$ cat src/sv/pin_pkg.sv
// ----------------------------------------------------------------------------
// pin_pkg
// Shared types and codes of the polynomial inverse block.
// ----------------------------------------------------------------------------
`default_nettype none
package pin_pkg;
    localparam int WORD_W = 32;

    // shared unit operations
    localparam logic [1:0] OP_MUL = 2'd0;
    localparam logic [1:0] OP_DIV = 2'd1;

    typedef struct packed {
        logic              start;
        logic [1:0]        op;
        logic signed [31:0] a;
        logic signed [31:0] b;
    } alu_req_t;

    typedef struct packed {
        logic              done;
        logic signed [31:0] res;
    } alu_rsp_t;
endpackage
`default_nettype wire

$ cat src/sv/polynomial_inverse_newton.sv
// ----------------------------------------------------------------------------
// polynomial_inverse_newton
// Solves p(t) = target by Newton iteration in signed fixed point.
// ----------------------------------------------------------------------------
// channel  | dir | fields
// s_axis   | in  | tdata: target[31:0], start_guess[63:32]
// m_axis   | out | tdata: solution[31:0]
// apb      | in  | degree, coef_0..4, tolerance, iteration_limit at 4*i
//
// Per Newton step, the sequencer issues 2*degree multiplies for q(t) and
// 2*(degree-1) for q'(t), then at most one division, all on the single
// shared multiply/divide unit; up to iteration_limit steps.
// s_axis_tready is high only while the sequencer is idle; a finished result
// holds in the sequencer while the previous one still waits on m_axis.
// Reset clears the sequencer and loads the register reset values.
// ----------------------------------------------------------------------------
`default_nettype none
module polynomial_inverse_newton
    import pin_pkg::*;
#(
    parameter int MAX_DEGREE = 4,
    parameter int FRAC_BITS  = 16
)
(
    input  wire logic        clk,
    input  wire logic        rst_n,
    input  wire logic        psel,
    input  wire logic        penable,
    input  wire logic        pwrite,
    input  wire logic [4:0]  paddr,
    input  wire logic [31:0] pwdata,
    output logic      [31:0] prdata,
    output logic             pready,
    input  wire logic        s_axis_tvalid,
    output logic             s_axis_tready,
    input  wire logic [63:0] s_axis_tdata,   // target[31:0], start_guess[63:32]
    output logic             m_axis_tvalid,
    input  wire logic        m_axis_tready,
    output logic      [31:0] m_axis_tdata    // solution[31:0]
);
    localparam logic [2:0] REG_DEGREE = 3'd0;
    localparam logic [2:0] REG_TOL    = 3'd6;
    localparam logic [2:0] REG_LIMIT  = 3'd7;
    localparam int DEG_W = 3;
    localparam logic [DEG_W-1:0] MAXD = DEG_W'(MAX_DEGREE);
    localparam logic signed [31:0] ONE = 32'sd1 <<< FRAC_BITS;

    localparam logic [3:0] ST_IDLE  = 4'd0;
    localparam logic [3:0] ST_PREP  = 4'd1;
    localparam logic [3:0] ST_ITER  = 4'd2;
    localparam logic [3:0] ST_POW   = 4'd3;
    localparam logic [3:0] ST_TERM  = 4'd4;
    localparam logic [3:0] ST_CHECK = 4'd5;
    localparam logic [3:0] ST_DIV   = 4'd6;
    localparam logic [3:0] ST_WAIT  = 4'd7;
    localparam logic [3:0] ST_OUT   = 4'd8;

    logic [2:0]        degree_reg;
    logic signed [31:0] coef_reg [0:4];
    logic [30:0]       tol_reg;
    logic [7:0]        limit_reg;

    logic [3:0]        state_reg, state_next;
    logic [3:0]        ret_reg, ret_next;
    logic              pass_reg, pass_next;    // 0: q(t), 1: q'(t)
    logic [DEG_W-1:0]  k_reg, k_next;
    logic [7:0]        it_reg, it_next;
    logic signed [31:0] t_reg, t_next;
    logic signed [31:0] q0_reg, q0_next;
    logic signed [31:0] acc_reg, acc_next;
    logic signed [31:0] tp_reg, tp_next;
    logic signed [31:0] r_reg, r_next;
    logic signed [31:0] resid_reg, resid_next;
    logic [DEG_W-1:0]  deg_reg, deg_next;
    logic              outv_reg, outv_next;
    alu_req_t          req;
    alu_rsp_t          rsp;

    logic signed [32:0] dif;
    logic signed [35:0] kc;
    logic signed [31:0] cterm;
    logic [DEG_W-1:0]   top;
    logic signed [31:0] kcs;

    pin_alu #(.FRAC_BITS(FRAC_BITS)) u_alu
    (
        .clk   (clk),
        .rst_n (rst_n),
        .req   (req),
        .rsp   (rsp)
    );

    function automatic logic signed [31:0] sat33(input logic signed [32:0] v);
        if (v > 33'sd2147483647)
            return 32'sh7fffffff;
        else if (v < -33'sd2147483648)
            return 32'sh80000000;
        else
            return v[31:0];
    endfunction

    assign pready = 1'b1;

    always_ff @(posedge clk or negedge rst_n)
    begin
        if (!rst_n)
        begin
            degree_reg <= '0;
            for (int i = 0; i < 5; i++)
                coef_reg[i] <= '0;
            tol_reg   <= 31'd66;
            limit_reg <= 8'd16;
        end
        else if (psel && penable && pwrite)
        begin
            case (paddr[4:2])
                REG_DEGREE: degree_reg <= pwdata[2:0];
                REG_TOL:    tol_reg    <= pwdata[30:0];
                REG_LIMIT:  limit_reg  <= pwdata[7:0];
                default:    coef_reg[3'(paddr[4:2] - 3'd1)] <= pwdata;
            endcase
        end
    end

    always_comb
    begin
        case (paddr[4:2])
            REG_DEGREE: prdata = {29'd0, degree_reg};
            REG_TOL:    prdata = {1'b0, tol_reg};
            REG_LIMIT:  prdata = {24'd0, limit_reg};
            default:    prdata = coef_reg[3'(paddr[4:2] - 3'd1)];
        endcase
    end

    // coefficient of the current term: q_k, or k+1 times q_(k+1) for q'
    always_comb
    begin
        kc  = 36'(coef_reg[3'(k_reg + (pass_reg ? 3'd1 : 3'd0))])
              * $signed({1'b0, 3'(k_reg + 3'd1)});
        if (kc > 36'sd2147483647)
            kcs = 32'sh7fffffff;
        else if (kc < -36'sd2147483648)
            kcs = 32'sh80000000;
        else
            kcs = kc[31:0];
        cterm = pass_reg ? kcs : coef_reg[k_reg];
        top   = pass_reg ? ((deg_reg == 0) ? 3'd0 : 3'(deg_reg - 3'd1)) : deg_reg;
        dif   = 33'(t_reg) - 33'(rsp.res);
    end

    always_comb
    begin
        state_next = state_reg;
        ret_next   = ret_reg;
        pass_next  = pass_reg;
        k_next     = k_reg;
        it_next    = it_reg;
        t_next     = t_reg;
        q0_next    = q0_reg;
        acc_next   = acc_reg;
        tp_next    = tp_reg;
        r_next     = r_reg;
        resid_next = resid_reg;
        deg_next   = deg_reg;
        outv_next  = outv_reg;
        req.start  = 1'b0;
        req.op     = OP_MUL;
        req.a      = tp_reg;
        req.b      = t_reg;
        if (outv_reg && m_axis_tready)
            outv_next = 1'b0;
        case (state_reg)
            ST_IDLE:
            begin
                if (s_axis_tvalid)
                begin
                    t_next   = s_axis_tdata[63:32];
                    q0_next  = sat33(33'(coef_reg[0]) - 33'($signed(s_axis_tdata[31:0])));
                    deg_next = (degree_reg > MAXD) ? MAXD : degree_reg;
                    it_next  = '0;
                    state_next = ST_PREP;
                end
            end
            ST_PREP:
            begin
                // start one evaluation pass, or go to output once the iteration limit is reached
                if (it_reg == limit_reg && !pass_reg)
                    state_next = ST_OUT;
                else
                begin
                    acc_next = pass_reg ? kcs : q0_reg;
                    k_next   = 3'd1;
                    tp_next  = ONE;
                    state_next = ST_ITER;
                end
                if (pass_reg)
                begin
                    k_next = 3'd0;
                    acc_next = cterm;
                    tp_next = ONE;
                    k_next = 3'd1;
                    // acc for q' starts at 1*q_1 which is cterm with k=0
                end
            end
            ST_ITER:
            begin
                if (k_reg > top)
                    state_next = ST_CHECK;
                else
                begin
                    req.start = 1'b1;
                    req.op = OP_MUL;
                    req.a = tp_reg;
                    req.b = t_reg;
                    ret_next = ST_POW;
                    state_next = ST_WAIT;
                end
            end
            ST_POW:
            begin
                tp_next = r_reg;
                req.start = 1'b1;
                req.op = OP_MUL;
                req.a = cterm;
                req.b = r_reg;
                ret_next = ST_TERM;
                state_next = ST_WAIT;
            end
            ST_TERM:
            begin
                acc_next = sat33(33'(acc_reg) + 33'(r_reg));
                k_next = 3'(k_reg + 3'd1);
                state_next = ST_ITER;
            end
            ST_WAIT:
            begin
                if (rsp.done)
                begin
                    r_next = rsp.res;
                    if (ret_reg == ST_DIV)
                    begin
                        t_next = sat33(dif);
                        it_next = it_reg + 8'd1;
                        pass_next = 1'b0;
                        state_next = ST_PREP;
                    end
                    else
                        state_next = ret_reg;
                end
            end
            ST_CHECK:
            begin
                if (!pass_reg)
                begin
                    if ($signed({acc_reg[31], acc_reg}) > -$signed({2'b0, tol_reg})
                        && $signed({acc_reg[31], acc_reg}) < $signed({2'b0, tol_reg}))
                        state_next = ST_OUT;
                    else
                    begin
                        q0_next = q0_reg;
                        r_next = acc_reg;
                        resid_next = acc_reg;
                        tp_next = acc_reg;
                        pass_next = 1'b1;
                        state_next = ST_PREP;
                    end
                end
                else if (acc_reg == 32'sd0)
                    state_next = ST_OUT;
                else
                begin
                    req.start = 1'b1;
                    req.op = OP_DIV;
                    req.a = resid_reg;
                    req.b = acc_reg;
                    ret_next = ST_DIV;
                    state_next = ST_WAIT;
                end
            end
            ST_DIV:
                state_next = ST_PREP;
            ST_OUT:
            begin
                // hold the finished result until the previous one has left
                if (!outv_reg || m_axis_tready)
                begin
                    outv_next = 1'b1;
                    pass_next = 1'b0;
                    state_next = ST_IDLE;
                end
            end
            default:
                state_next = ST_IDLE;
        endcase
        // cterm in ST_PREP uses k_reg which is stale; q' starts at 1*q_1,
        // or at zero when the polynomial is a constant
        if (state_reg == ST_PREP && pass_reg)
            acc_next = (deg_reg == 3'd0) ? 32'sd0 : coef_reg[1];
    end

    always_ff @(posedge clk or negedge rst_n)
    begin
        if (!rst_n)
        begin
            state_reg <= ST_IDLE;
            ret_reg   <= ST_IDLE;
            pass_reg  <= 1'b0;
            outv_reg  <= 1'b0;
            it_reg    <= '0;
            k_reg     <= '0;
        end
        else
        begin
            state_reg <= state_next;
            ret_reg   <= ret_next;
            pass_reg  <= pass_next;
            outv_reg  <= outv_next;
            it_reg    <= it_next;
            k_reg     <= k_next;
        end
    end

    always_ff @(posedge clk)
    begin
        t_reg     <= t_next;
        q0_reg    <= q0_next;
        acc_reg   <= acc_next;
        tp_reg    <= tp_next;
        r_reg     <= r_next;
        resid_reg <= resid_next;
        deg_reg   <= deg_next;
        if (state_reg == ST_OUT && (!outv_reg || m_axis_tready))
            m_axis_tdata <= t_reg;
    end

    assign s_axis_tready = (state_reg == ST_IDLE);
    assign m_axis_tvalid = outv_reg;
endmodule
`default_nettype wire

$ cat src/sv/pin_alu.sv
// ----------------------------------------------------------------------------
// pin_alu
// Shared arithmetic unit: saturated fixed-point multiply (split into four
// 16x16 partial products) or serial restoring division of a*2^F by b.
// ----------------------------------------------------------------------------
`default_nettype none
module pin_alu
    import pin_pkg::*;
#(
    parameter int FRAC_BITS = 16
)
(
    input  wire logic     clk,
    input  wire logic     rst_n,
    input  wire alu_req_t req,
    output alu_rsp_t      rsp
);
    localparam int NUM_W = 32 + FRAC_BITS;
    localparam int CNT_W = $clog2(NUM_W + 1);
    localparam logic signed [63:0] MAX64 = 64'sd2147483647;
    localparam logic signed [63:0] MIN64 = -64'sd2147483648;

    logic              busy_reg, busy_next;
    logic [1:0]        op_reg, op_next;
    logic [CNT_W-1:0]  cnt_reg, cnt_next;
    logic              neg_reg, neg_next;
    logic [31:0]       ua_reg, ua_next;
    logic [31:0]       ub_reg, ub_next;
    logic [63:0]       acc_reg, acc_next;
    logic [NUM_W-1:0]  num_reg, num_next;
    logic [32:0]       rem_reg, rem_next;
    logic              done_reg, done_next;
    logic signed [31:0] res_reg, res_next;

    logic [15:0] pa, pb;
    logic [31:0] pp;
    logic [63:0] pps;
    logic [32:0] trial;
    logic signed [64:0] sprod;
    logic signed [64:0] shq;
    logic signed [64:0] squo;

    always_comb
    begin
        pa = cnt_reg[0] ? ua_reg[31:16] : ua_reg[15:0];
        pb = cnt_reg[1] ? ub_reg[31:16] : ub_reg[15:0];
        pp = pa * pb;
        pps = {32'd0, pp} << (16 * (32'(cnt_reg[0]) + 32'(cnt_reg[1])));
        trial = {rem_reg[31:0], num_reg[NUM_W-1]} - {1'b0, ub_reg};
        sprod = neg_reg ? -$signed({1'b0, acc_reg}) : $signed({1'b0, acc_reg});
        shq = sprod >>> FRAC_BITS;
        squo = neg_reg ? -$signed({{(65-NUM_W){1'b0}}, num_reg})
                       : $signed({{(65-NUM_W){1'b0}}, num_reg});
    end

    always_comb
    begin
        busy_next = busy_reg;
        op_next   = op_reg;
        cnt_next  = cnt_reg;
        neg_next  = neg_reg;
        ua_next   = ua_reg;
        ub_next   = ub_reg;
        acc_next  = acc_reg;
        num_next  = num_reg;
        rem_next  = rem_reg;
        done_next = 1'b0;
        res_next  = res_reg;
        if (req.start)
        begin
            busy_next = 1'b1;
            op_next   = req.op;
            cnt_next  = '0;
            neg_next  = req.a[31] ^ req.b[31];
            ua_next   = req.a[31] ? 32'(-req.a) : req.a;
            ub_next   = req.b[31] ? 32'(-req.b) : req.b;
            acc_next  = '0;
            rem_next  = '0;
            num_next  = {(req.a[31] ? 32'(-req.a) : 32'(req.a)),
                         {FRAC_BITS{1'b0}}};
        end
        else if (busy_reg)
        begin
            case (op_reg)
                OP_MUL:
                begin
                    if (cnt_reg == CNT_W'(4))
                    begin
                        busy_next = 1'b0;
                        done_next = 1'b1;
                        if (shq > 65'(MAX64))
                            res_next = 32'sh7fffffff;
                        else if (shq < 65'(MIN64))
                            res_next = 32'sh80000000;
                        else
                            res_next = shq[31:0];
                    end
                    else
                    begin
                        acc_next = acc_reg + pps;
                        cnt_next = cnt_reg + 1'b1;
                    end
                end
                OP_DIV:
                begin
                    if (cnt_reg == CNT_W'(NUM_W))
                    begin
                        busy_next = 1'b0;
                        done_next = 1'b1;
                        if (squo > 65'(MAX64))
                            res_next = 32'sh7fffffff;
                        else if (squo < 65'(MIN64))
                            res_next = 32'sh80000000;
                        else
                            res_next = squo[31:0];
                    end
                    else
                    begin
                        // shift one numerator bit in, subtract if it fits
                        if (!trial[32])
                            rem_next = trial;
                        else
                            rem_next = {rem_reg[31:0], num_reg[NUM_W-1]};
                        num_next = {num_reg[NUM_W-2:0], ~trial[32]};
                        cnt_next = cnt_reg + 1'b1;
                    end
                end
                default:
                begin
                    busy_next = 1'b0;
                    done_next = 1'b1;
                end
            endcase
        end
    end

    always_ff @(posedge clk or negedge rst_n)
    begin
        if (!rst_n)
        begin
            busy_reg <= 1'b0;
            done_reg <= 1'b0;
            op_reg   <= OP_MUL;
            cnt_reg  <= '0;
        end
        else
        begin
            busy_reg <= busy_next;
            done_reg <= done_next;
            op_reg   <= op_next;
            cnt_reg  <= cnt_next;
        end
    end

    always_ff @(posedge clk)
    begin
        neg_reg <= neg_next;
        ua_reg  <= ua_next;
        ub_reg  <= ub_next;
        acc_reg <= acc_next;
        num_reg <= num_next;
        rem_reg <= rem_next;
        res_reg <= res_next;
    end

    assign rsp.done = done_reg;
    assign rsp.res  = res_reg;
endmodule
`default_nettype wire

$ cat config.mk
export PLATFORM = sky130hd
export DESIGN_NAME = polynomial_inverse_newton
export DESIGN_NICKNAME = d
export VERILOG_FILES = /design/src/sv/pin_pkg.sv /design/src/sv/polynomial_inverse_newton.sv /design/src/sv/pin_alu.sv
export SDC_FILE = /design/constraint.sdc
export NUM_CORES = 2
export LEC_CHECK = 0
export BUFFER_PORTS_ARGS = -buffer_cell sky130_fd_sc_hd__buf_2
export CORE_ASPECT_RATIO = 1.2
export CORE_MARGIN = 2
export CORE_UTILIZATION = 40
export CTS_BUF_LIST = sky130_fd_sc_hd__clkbuf_4 sky130_fd_sc_hd__clkbuf_8
export CTS_CLUSTER_DIAMETER = 120
export DETAILED_ROUTE_END_ITERATION = 12
export PLACE_DENSITY = 0.63
export SETUP_SLACK_MARGIN = 0.5
export SYNTH_ARGS = -nofsm -noshare
export SYNTH_HDL_FRONTEND = slang
export SYNTH_SLANG_ARGS = --single-unit
$ cat constraint.sdc
create_clock -name clk -period 20.7 [get_ports clk]
set_clock_uncertainty 0.05 [all_clocks]
set_input_delay 4.14 -clock clk [delete_from_list [all_inputs] [get_ports clk]]
set_output_delay 4.14 -clock clk [all_outputs]
set_load 0.05 [all_outputs]
==> results.yml <==
critical_path:
  arrival_ps: 12950
  cp_data_required_time_ps: 21380
  criticalPathCategory: "reg -> reg"
  endpoint_kind: "register"
  cp_max_fo: 34
  r2r_start: "u_alu.cnt_reg[0]"
  crit_path_start: "u_alu.cnt_reg[0]"
  cpPeakStageDelay_ps: 940
  start_kind: "register"
  regToRegSetupSlack_ps: 8430
  reg2reg_depth: 40
  r2r_end: "u_alu.acc_reg[63]"
  crit_end: "u_alu.acc_reg[63]"
  crit_slowest_cell: "mux2i_1"
cts:
  numClockSinks: 699
  clkTransAtPathRegs_ps: 60
  postCtsHoldBufs: 0
  ctsHtreeMaxLevel: 4
  clock_latency_ps: 900
  cts-root-buf: "clkbuf_8"
  cts-resized-gates: 0
  cts_tree: "built"
  postCtsSetupBuffers: 0
  clockBufferDepth: 3
  cts_buffers: 134
global_routing:
  antenna_found_initial: 10
  grt_usage_pct: 27.3
  grt_remaining_overflow: 0
  grt_pass1_wl_um: 323000
  grt_max_degree: 89
  first_global_vias: 52600
detailed_routing:
  first_pass_iters: 10
  drc: 0
  drt_iter0_drc: 4815
  wl_per_cell_um: 24.0
  vias: 53300
  via_per_inst: 5.90
  wl_um: 216000
  ant_nets: 0
floorplanning:
  start_util_pct: 40.2
  die_h_um: 432
  io_pins: 175
  die_width_um: 361
  dieArea_mm2: 0.156
  coreArea_mm2: 0.152
  num_rows: 157
synth:
  syn_nets: 7637
  syn_area_mm2: 0.0611
  postSynthAreaPerCell_um2: 8.92
  synth-edff-count: 356
  yosysWarnings: 0
  ys_seq_elements: 699
  ys.flop_type: "edfxtp_1"
  synthCells: 6853
  async_reset_ff_share_pct: 33.0
  ys_seq_area_share_pct: 30.6
  yosys.cell_types.count: 98
timing:
  hold_slack_ps: 428
  period_minus_slack_ps: 12270
  finalSetupViolCount: 0
  period_share_pct: 59.3
  maxSlewHeadroom_pct: 23.1
  tns_ps: 0
  timing.fmax_mhz: 81.5
  drv_slew: 0
  rsz0062_at_grt: "no"
  finalHoldViolations: 0
  worst_pin_slew_ps: 1140
cells_and_area:
  final_common_cell: "nand2_1"
  largest_reg_flops: 160
  fill_cells: 14900
  final_cell_mix: "837 x nand2_1, 576 x inv_1, 496 x nor2_1, 443 x a21oi_1, 443 x ha_1"
  drive_gt1_share_pct: 12.5
  area_growth_pct: 9.78
  nets: 7718
status:
  status: "finished, final reports clean"
placed_design:
  dpl.hpwl_um: 166000
  io_buffer_count: 171
  gp_congestion: 0.969
job:
  maxCapViolCount: 0
min_path:
  hold_path_class: "reg -> reg"
## worst min-delay path by stage
stage	cells after the start	start	endpoint	slack [ps]
floorplan	2	u_alu.num_reg[0]	u_alu.num_reg[1]	400
global placement	2	u_alu.acc_reg[9]	u_alu.acc_reg[9]	410
detailed placement	2	u_alu.acc_reg[8]	u_alu.acc_reg[8]	420
CTS	2	u_alu.acc_reg[8]	u_alu.acc_reg[8]	430
global route	2	u_alu.acc_reg[4]	u_alu.acc_reg[4]	450
finish	2	u_alu.acc_reg[8]	u_alu.acc_reg[8]	430
## metrics by stage
stage,util [%],setup slack [ps],std cells,instance area [um2]
2_1_floorplan,-,9510,6853,61100
3_3_place_gp,42.2,8840,8785,64200
3_5_place_dp,42.2,8650,8785,64200
4_1_cts,44.1,8610,9028,67100
5_1_grt,44.1,7730,9031,67100
6_report,44.1,8430,9032,67100
## cell usage after synthesis (16+ instances only)
library cell,n,area [um2]
nand2_1,840,3150
inv_1,578,2170
nor2_1,500,1880
a21oi_1,445,2230
ha_1,445,5570
o21ai_0,433,2170
edfxtp_1,356,10700
clkbuf_1,273,1020
fa_1,231,4620
xnor2_1,231,2020
dfrtp_1,228,5710
mux2_2,187,2110
xor2_1,159,1390
a21o_1,121,908
nor3_1,121,606
nand3_1,117,586
dfxtp_1,112,2240
and2_1,105,657
mux2i_1,97,971
nor2b_1,94,588
a22o_1,86,753
a31oi_1,75,469
nand2b_1,67,419
mux4_2,64,1440
a211oi_1,58,435
nand4_1,56,350
and3_1,48,300
o21a_1,47,353
or3_1,47,294
buf_1,43,161
nor4_1,43,269
o22ai_1,42,263
o31ai_1,38,285
o21bai_1,33,248
a222oi_1,26,260
a221oi_1,23,201
a32o_1,22,220
o221a_2,21,236
or2_2,21,131
a221o_1,18,180
o21ai_1,18,90.1
a22oi_1,16,120
## final cells by class
type	count	area [um2]	share of cell area (%)
repair buffers	276	1650	2.47
clock inverters	42	410	0.612
multi-input cells	5241	39100	58.3
inverters	582	2190	3.26
clock buffers	201	2500	3.72
flip-flops and latches	699	18700	27.9
diodes	4	10.0	0.0149
well taps	1987	2490	3.71
## critical path: cells and delay by family, from the launching register on
kind                       cells  cell delay, ps
xor gates and xnor gates       1             160
buffers and inverters          5             700
and+or+nand+nor                9            1300
DFF                            1             480
AOI/OAI and AO/OA             15            4420
muxes                          2            1450
adders and majority gates      8            3540
## metal layers
layer,track usage [%],wire length [um],up-vias
met1,32.0,82100,25900
li1,-,-,24500
met4,17.7,15600,4
met2,46.5,104000,2198
met3,4.18,14600,672
met5,0,28,-
## kinds of logic after synthesis
group | Yosys count | synth area share, %
AO/OA/AOI/OAI | 1689 | 17.8
XOR/XNOR | 390 | 5.59
adder cells (fa/ha/maj) | 683 | 16.8
buffers and inverters | 913 | 5.66
flip-flops | 699 | 30.6
multiplexers | 351 | 7.45
other | 1 | 0.00614
AND/OR/NAND/NOR | 2127 | 16.0
Power is not shown: default switching activity piles up to over one toggle a cycle in this logic, so the estimate is an artifact.
